File: src/chb_pkg.sv
// Shared types and constants for the command history buffer.
// Used by chb_ctrl, chb_datapath and command_history_buffer; depends on nothing.
`default_nettype none

package chb_pkg;

   // Default sizes
   localparam int HISTORY_DEPTH_DEF = 16;
   localparam int LINE_BYTES_DEF    = 64;

   // Field widths
   localparam int CHAR_W   = 8;
   localparam int MODE_W   = 2;
   localparam int STATUS_W = 2;

   // Request modes
   localparam logic [MODE_W-1:0] MODE_ADD   = 2'd0;
   localparam logic [MODE_W-1:0] MODE_OLDER = 2'd1;
   localparam logic [MODE_W-1:0] MODE_NEWER = 2'd2;

   // Result status codes
   localparam logic [STATUS_W-1:0] STATUS_ENTRY = 2'd0;
   localparam logic [STATUS_W-1:0] STATUS_EMPTY = 2'd1;
   localparam logic [STATUS_W-1:0] STATUS_PAST  = 2'd2;

   // Controller states
   typedef enum logic [2:0] {
      ST_IDLE,
      ST_ADD_CMP,
      ST_CLOSE,
      ST_COPY,
      ST_STREAM
   } chb_state_type;

   // Commands from controller to datapath
   typedef struct packed {
      logic accept;     // item taken this cycle
      logic take_char;  // append the item's character
      logic add_cmp;    // finish duplicate compare
      logic close;      // close the pending line
      logic copy;       // copy pending line into the store
      logic recall;     // serve a recall item
      logic stream;     // stream the selected entry
   } chb_cmd_type;

   // Status from datapath to controller
   typedef struct packed {
      logic s1_empty;        // result stage free
      logic req_is_add;
      logic req_is_recall;
      logic req_char_nz;
      logic req_eol;
      logic recall_streams;  // recall selects an entry to stream
      logic item_eol;        // latched end mark of the taken item
      logic close_stores;    // close writes a new entry
      logic copy_done;
      logic stream_done;     // last character issued this cycle
   } chb_stat_type;

endpackage

`default_nettype wire

File: src/chb_ctrl.sv
// Controller state machine of the command history buffer.
// Depends on chb_pkg; drives chb_datapath through command and status structs.
`default_nettype none

module chb_ctrl
   import chb_pkg::*;
(
   input  wire logic         clock,
   input  wire logic         reset,
   input  wire logic         req_tvalid,
   output logic              req_tready,
   output chb_cmd_type       cmd,
   input  wire chb_stat_type st
);

   chb_state_type state_ff, state_in;
   logic          accept;

   // Take an item only in idle with the result stage free
   assign req_tready = (state_ff == ST_IDLE) && st.s1_empty;
   assign accept     = req_tvalid && req_tready;

   // State register
   always_ff @(posedge clock) begin
      if (reset) begin
         state_ff <= ST_IDLE;
      end else begin
         state_ff <= state_in;
      end
   end

   // Next state
   always_comb begin
      state_in = state_ff;
      unique case (state_ff)
         ST_IDLE: begin
            if (accept) begin
               priority if (st.req_is_add) begin
                  if (st.req_char_nz) begin
                     state_in = ST_ADD_CMP;
                  end else if (st.req_eol) begin
                     state_in = ST_CLOSE;
                  end
               end else if (st.req_is_recall && st.recall_streams) begin
                  state_in = ST_STREAM;
               end else begin
                  state_in = ST_IDLE;
               end
            end
         end
         ST_ADD_CMP: begin
            state_in = st.item_eol ? ST_CLOSE : ST_IDLE;
         end
         ST_CLOSE: begin
            state_in = st.close_stores ? ST_COPY : ST_IDLE;
         end
         ST_COPY: begin
            if (st.copy_done) begin
               state_in = ST_IDLE;
            end
         end
         ST_STREAM: begin
            if (st.stream_done) begin
               state_in = ST_IDLE;
            end
         end
         default: begin
            state_in = ST_IDLE;
         end
      endcase
   end

   // Command outputs
   always_comb begin
      cmd           = '0;
      cmd.accept    = accept;
      cmd.take_char = accept && st.req_is_add && st.req_char_nz;
      cmd.recall    = accept && st.req_is_recall;
      unique case (state_ff)
         ST_IDLE:    cmd.accept  = accept;
         ST_ADD_CMP: cmd.add_cmp = 1'b1;
         ST_CLOSE:   cmd.close   = 1'b1;
         ST_COPY:    cmd.copy    = 1'b1;
         ST_STREAM:  cmd.stream  = 1'b1;
         default:    cmd.accept  = accept;
      endcase
   end

endmodule

`default_nettype wire

File: config.mk
export PLATFORM = sky130hd
export DESIGN_NAME = chb_ctrl
export DESIGN_NICKNAME = d
export VERILOG_FILES = /design/src/chb_pkg.sv /design/src/chb_ctrl.sv
export SDC_FILE = /design/constraint.sdc
export NUM_CORES = 1
export LEC_CHECK = 0
export ABC_AREA = 1
export BUFFER_PORTS_ARGS = -buffer_cell sky130_fd_sc_hd__buf_2
export CAP_MARGIN = 10
export CORE_AREA = 8 8 45 47
export DETAILED_ROUTE_END_ITERATION = 10
export DIE_AREA = 0 0 53 55
export REMOVE_ABC_BUFFERS = 1
export SYNTH_ARGS = -nofsm -noshare
export SYNTH_HDL_FRONTEND = slang
export SYNTH_SLANG_ARGS = --single-unit
File: constraint.sdc
create_clock -name clock -period 1.4 [get_ports clock]
set_clock_uncertainty 0.1 [all_clocks]
set_input_delay 0.21 -clock clock [delete_from_list [all_inputs] [get_ports clock]]
set_output_delay 0.21 -clock clock [all_outputs]
set_load 0.02 [all_outputs]
After elaboration in Yosys (flattened, before gate mapping) --
Index checks and enable logic that the tools add are counted.
Word-level totals: bits in registers 3, bits of input ports 13, logic and storage cells 31
Cells by class: equal/unequal tests 8, muxes and demuxes 14, reduce and logical (&&, ||, !) cells 8
Operator list (number):
- $mux 3 | 7
- $pmux 3 s5 | 1
- $eq 3x2->1 const B | 2
- $logic_and 1x1->1 | 6
- $ne 2x2->1 const B | 3
- $mux 1 | 4
- $mux 2 | 2
- $ne 4x4->1 const B | 1
- $reduce_and 4->1 | 1
- $eq 3x1->1 const B | 1
- $eq 3x3->1 const B | 1
- $logic_not 3->1 | 1

Depth between registers and ports, before layout --
Gate-level depths: netlist (run 1).
depth after elaboration 5, mapped depth 9, gate-level depth less buffers 9

Worst setup path after synthesis (run 1) --
No wires, ideal clock.
path type flip-flop to output port, start reg state_ff[0], end out cmd[1] (netlist name), arrival time 1264 ps, data required time 1090 ps, setup slack -174 ps, cell stages (with the launch flop) 6, path buffers 0, cell sequence dfxtp_1 -> nor2_1 -> nand2_1 -> nor2_2 -> nand2_1 -> nor2_1
RTL lines:
- start, declared | line chb_ctrl.sv:16 | chb_state_type state_ff, state_in;
- start signal, assigned | line chb_ctrl.sv:28 | state_ff <= state_in;
- end, declared | line chb_ctrl.sv:12 | output chb_cmd_type cmd,

==> flow_metrics.tcl, run 1 <==
set metrics [dict create \
    outcome "complete, but fails checks" \
    violations "setup timing" \
    nFillCells 135 \
    setup_violations 5 \
    fin_nets 100 \
    worstMarginPinSlew_ns 0.178 \
    grt_max_degree 6 \
    routed_wl_um 1100 \
    synth_cell_types 16 \
    arrival_ns 1.20 \
    ys_warn_count 0 \
    seq_area_um2 65.1 \
    multiInputGateArea_um2 236 \
    dp_hpwl_um 749 \
    insertion_delay_ns 0.23 \
    timing_worst_setup_path_type "reg -> out" \
    period_needed_ns 1.51 \
    dp.cells 90 \
    ios 21 \
    p_per_area_nw_per_um2 1700 \
    gr-max-usage-layer "met2" \
    start_kind "register" \
    die_x_um 53 \
    drt_iter0_markers 3 \
    reg2reg_depth 10 \
    whs_path_depth 2 \
    ir_drop_mv 0.523 \
    synthCells 53 \
    cts_tree "built" \
    num_rows 14 \
    grt.overflow.total 0 \
    fin_crit_sh_pct 108 \
    yosysSeqAreaShare_pct 20.1 \
    relSlewSlack_pct 88.1 \
    largest_register_ffs 3 \
    clock.fmax_mhz 664 \
    die_h_um 55 \
    top_register "state_ff" \
    finalHoldViolCount 0 \
    grt_use_met1_pct 7.41 \
    max_cap_violations 0 \
    core-area_um2 1380 \
    route.detailed.drc 0 \
    clk_path_buf_depth 2 \
    ctsHtreeMaxLevel 1 \
    wl_per_cell_um 10.8 \
    root_buffer "clkbuf_4" \
    vias 437 \
    cp.required_ns 1.09 \
    ys_seq_elements 3 \
    final_cells 102 \
    initial_core_util_pct 21.6 \
    firstDrtPassIters 4 \
    cp-end-kind "output port" \
    grt_pass1_wl_um 1660 \
    synthesis.area_um2 299 \
    grt_use_met2_pct 13.5 \
    antenna_found_initial 0 \
    port_buffers 20 \
    p_leak_nw 0.338 \
    top_regs "state_ff (3)" \
    whs_ns 0.0508 \
    cts_buffers 3 \
    hold_class "in -> reg" \
    cts.sinks 3 \
    cp_max_fo 3 \
    finalWorstSetupSlack_ns -0.106 \
    first_global_vias 437 \
    path_clk_slew_ns 0.04 \
    synth.avg_cell_area_um2 5.64 \
    maxSlewViolCount 0 \
    use_met3_pct 3.21 \
    vias_per_cell 4.28 \
    area_growth_pct 110 \
    die_area_um2 2920 \
    rsz0062_at_grt "yes" \
    drtAntennaViolNets 0 \
    antenna_cells 0 \
    grt_use_total_pct 7.58 \
    drive_gt1_share_pct 64.0 \
    place_congestion 0.778 \
]
==> critical path, cell delays in order (launching register included) <==
cell and delay, ns:
dfxtp_2 0.32, nor2_4 0.11, nand2_2 0.08, nor2_4 0.14, nand2_4 0.09, nor2_4 0.11
buf_6 0.12
==> placed cells by master (no fill, tap or decap), drive strengths merged <==
master  synthesis  final
buf             1     30
o21ai           2      2
clkinv          1      1
dfxtp           3      3
nand2          12     12
clkbuf          0      4
nand3           4      4
nor3            2      2
a21oi           1      1
inv            12     12
nand4           2      2
nor2           13     13
==> path summary, 6_finish.rpt <==
| path | startpoint | slack (ns) | end |
|---|---|---|---|
| worst min-delay path | reset | 0.05 | state_ff[2]$_SDFFE_PP0P_ |
| worst max-delay path | state_ff[1]$_SDFFE_PP0P_ | -0.11 | cmd[5] |
| worst max register to register | state_ff[1]$_SDFFE_PP0P_ | 0.10 | state_ff[0]$_SDFFE_PP0P_ |
| worst min register to register | state_ff[2]$_SDFFE_PP0P_ | 0.57 | state_ff[2]$_SDFFE_PP0P_ |
==> metal layers <==
layer	vias to the layer above	share of wire (%)
met1	200	39
met2	12	56
met5	-	0
li1	225	-
met3	0	5.3
met4	0	0
==> cell type report <==
| cell class | instances | share of cell area, % |
|---|---|---|
| clock buffer | 4 | 4.18 |
| multi-input combinational | 36 | 37.6 |
| tap | 16 | 3.19 |
| sequential | 3 | 10.4 |
| timing repair buffer | 30 | 35.9 |
| inverter | 13 | 8.76 |
==> logic make-up (layout without fill, tap and decap cells) <==
family                 Yosys count  in the layout  synth area share (%)
flip-flops                       3              3                  20.1
AO/OA/AOI/OAI                    3              3                  6.27
AND/OR/NAND/NOR                 33             33                  54.4
buffers and inverters           14             47                  19.2
==> report_power, final <==
| group | internal, mW | total [mW] | switching, mW |
|---|---|---|---|
| combinational | 0.380 | 0.772 | 0.392 |
| sequential | 0.121 | 0.147 | 0.0267 |
| clock | 0.107 | 0.151 | 0.0440 |
| total | 0.607 | 1.07 | 0.463 |
==> stage by stage <==
step	TNS (ns)	power [mW]	setup WS, ns	area, um^2	util (%)
floorplan	-0.378	0.429	-0.174	292	-
global placement	0	0.563	0.103	427	30.8
detailed placement	0	0.565	0.0831	427	30.8
CTS	-0.243	0.829	-0.104	494	35.7
global route	-0.761	1.16	-0.172	628	45.4
finish	-0.309	1.07	-0.106	628	45.4
==> cells in the mapped netlist <==
library cell	count	area, um^2
buf_4	1	7.51
inv_2	3	11.3
clkinv_2	1	5.00
nor2_2	2	12.5
nand4_2	1	12.5
dfxtp_1	3	60.1
nand3_2	1	10.0
nand2_1	12	45.0
nor2_1	11	41.3
nor3_2	2	20.0
inv_1	9	33.8
a21oi_1	1	5.00
o21ai_0	1	5.00
nand4_1	1	6.26
nand3_1	3	15.0
o21ai_2	1	8.76
==> timing repair <==
action,in CTS,in global routing
setup buffers,3,5
hold buffers,0,0
setup endpoints to repair,4,10
pin swaps,5,7
gates resized for setup,8,29
Note: power is estimated with default switching activity, not from simulation.
==> inputs of run 2 (changes only) <==
==> constraint.sdc (replaced) <==
create_clock -name clock -period 1.5 [get_ports clock]
set_clock_uncertainty 0.1 [all_clocks]
set_input_delay 0.225 -clock clock [delete_from_list [all_inputs] [get_ports clock]]
set_output_delay 0.225 -clock clock [all_outputs]
set_load 0.02 [all_outputs]
==> flow_metrics.tcl, run 2 (synthesis gave the netlist of run 1 again) <==
set metrics [dict create \
    place_congestion 0.778 \
    path_clk_slew_ns 0.04 \
    grt_pass1_wl_um 1640 \
    rsz0062_at_grt "yes" \
    cp.required_ns 1.17 \
    p_seq_share_pct 16.6 \
    start_kind "register" \
    grt_use_total_pct 7.42 \
    top_register "state_ff" \
    p_per_area_nw_per_um2 1560 \
    initial_core_util_pct 21.6 \
    vias_per_cell 4.29 \
    ir_drop_mv 0.429 \
    ctsHtreeMaxLevel 1 \
    nFillCells 156 \
    hold_path_startpoint "reset" \
    clk_path_buf_depth 2 \
    worstMarginPinSlew_ns 0.188 \
    cp-end-kind "output port" \
    period_needed_ns 1.45 \
    insertion_delay_ns 0.23 \
    ios 21 \
    tns_ns 0 \
    largest_register_ffs 3 \
    fin_crit_sh_pct 96.6 \
    firstDrtPassIters 4 \
    cts.sinks 3 \
    arrival_ns 1.12 \
    p_switching_uw 364 \
    area_growth_pct 77.0 \
    grt_max_degree 6 \
    cts_buffers 3 \
    final_cell_mix "buf_2 (16), nand2_1 (10), buf_4 (10)" \
    first_global_vias 436 \
    met1_length_um 392 \
    die_h_um 55 \
    pwr-share-clk_pct 17.0 \
    maxSlewViolCount 0 \
    multiInputGateArea_um2 201 \
    fin_nets 97 \
    r2r_start "state_ff[0]$_SDFFE_PP0P_" \
    antenna_cells 0 \
    clock.fmax_mhz 690 \
    p_leak_nw 0.314 \
    setup_violations 0 \
    dp_hpwl_um 749 \
    routed.top_layer "met4" \
    port_buffers 20 \
    max_cap_violations 0 \
    met3_length_um 66 \
    cts_tree "built" \
    vias 425 \
    p_sw_share_pct 44.0 \
    num_rows 14 \
    route.detailed.drc 0 \
    final_common_cell "buf_2" \
    p_int_uw 463 \
    root_buffer "clkbuf_4" \
    die_x_um 53 \
    dr_wl_met2_um 506 \
    timing_worst_setup_path_type "reg -> out" \
    relSlewSlack_pct 87.4 \
    seq_area_um2 65.1 \
    grt.overflow.total 0 \
    drt_iter0_markers 9 \
    cts-hold-fix-buffers 0 \
    crit_start "state_ff[1]$_SDFFE_PP0P_" \
    cp_max_fo 3 \
    routed_wl_um 974 \
    core-area_um2 1380 \
    hold_class "in -> reg" \
    combPwrFrac_pct 66.4 \
    die_area_um2 2920 \
    outcome "completed" \
    wl_per_cell_um 9.84 \
    antenna_found_initial 0 \
    top_regs "state_ff (3)" \
    drtAntennaViolNets 0 \
    fin_util_pct 38.2 \
    finalHoldViolCount 0 \
    drive_gt1_share_pct 57.8 \
]
run 2: cell count changes in the layout (fill, tap and decap cells not counted), sizes merged:
cell	previous run	this run
buf	30	27
run 2: layer usage:
metal | track usage (%) | up-vias
met5 | 0 | -
met4 | 3.88 | 0
met3 | 3.21 | 2
met2 | 12.7 | 12
met1 | 7.56 | 191
li1 | - | 220
run 2: worst paths after layout:
path | slack [ns] | endpoint | cells past startpoint
max | 0.05 | cmd[5] | 6
min | 0.07 | state_ff[2]$_SDFFE_PP0P_ | 2
max reg2reg | 0.14 | state_ff[0]$_SDFFE_PP0P_ | 9
min reg2reg | 0.57 | state_ff[2]$_SDFFE_PP0P_ | 3
run 2: layout make-up:
| cell class | count | area share [%] |
|---|---|---|
| Multi-Input combinational cell | 36 | 38.1 |
| Sequential cell | 3 | 12.3 |
| Clock buffer | 4 | 4.96 |
| Tap cell | 16 | 3.78 |
| Inverter | 13 | 9.46 |
| Timing Repair Buffer | 27 | 31.4 |
run 2: timing repair:
item                                    CTS  global route
buffers inserted                          3             2
pin swaps                                 5             4
gates resized for setup                   6             9
hold endpoints to repair                  0             0
endpoints found under the setup margin    3             3
run 2: worst max-delay path, stage by stage (launching register included):
cell	delay, ns
dfxtp_2	0.32
nor2_4	0.11
nand2_2	0.08
nor2_4	0.09
nand2_2	0.07
nor2_1	0.09
buf_4	0.14
run 2: stage by stage:
| stage | instances | total power, mW | hold WS [ns] | worst slack [ns] | area, um^2 |
|---|---|---|---|---|---|
| floorplan | 52 | 0.400 | 0.194 | -0.0888 | 292 |
| global placement | 90 | 0.525 | 0.302 | 0.188 | 427 |
| detailed placement | 90 | 0.527 | 0.307 | 0.168 | 427 |
| CTS | 97 | 0.767 | 0.0586 | -0.0190 | 488 |
| global route | 99 | 0.912 | 0.0604 | -0.0481 | 529 |
| finish | 99 | 0.827 | 0.0663 | 0.0509 | 529 |
run 2: power groups by stage:
| stage | combinational (mW) | clock [mW] | sequential [mW] |
|---|---|---|---|
| after global placement | 0.396 | 0 | 0.129 |
| after CTS | 0.487 | 0.150 | 0.130 |
| final | 0.550 | 0.141 | 0.137 |
| after detailed placement | 0.396 | 0 | 0.131 |
| after floorplan | 0.271 | 0 | 0.129 |
| after global routing | 0.609 | 0.163 | 0.140 |
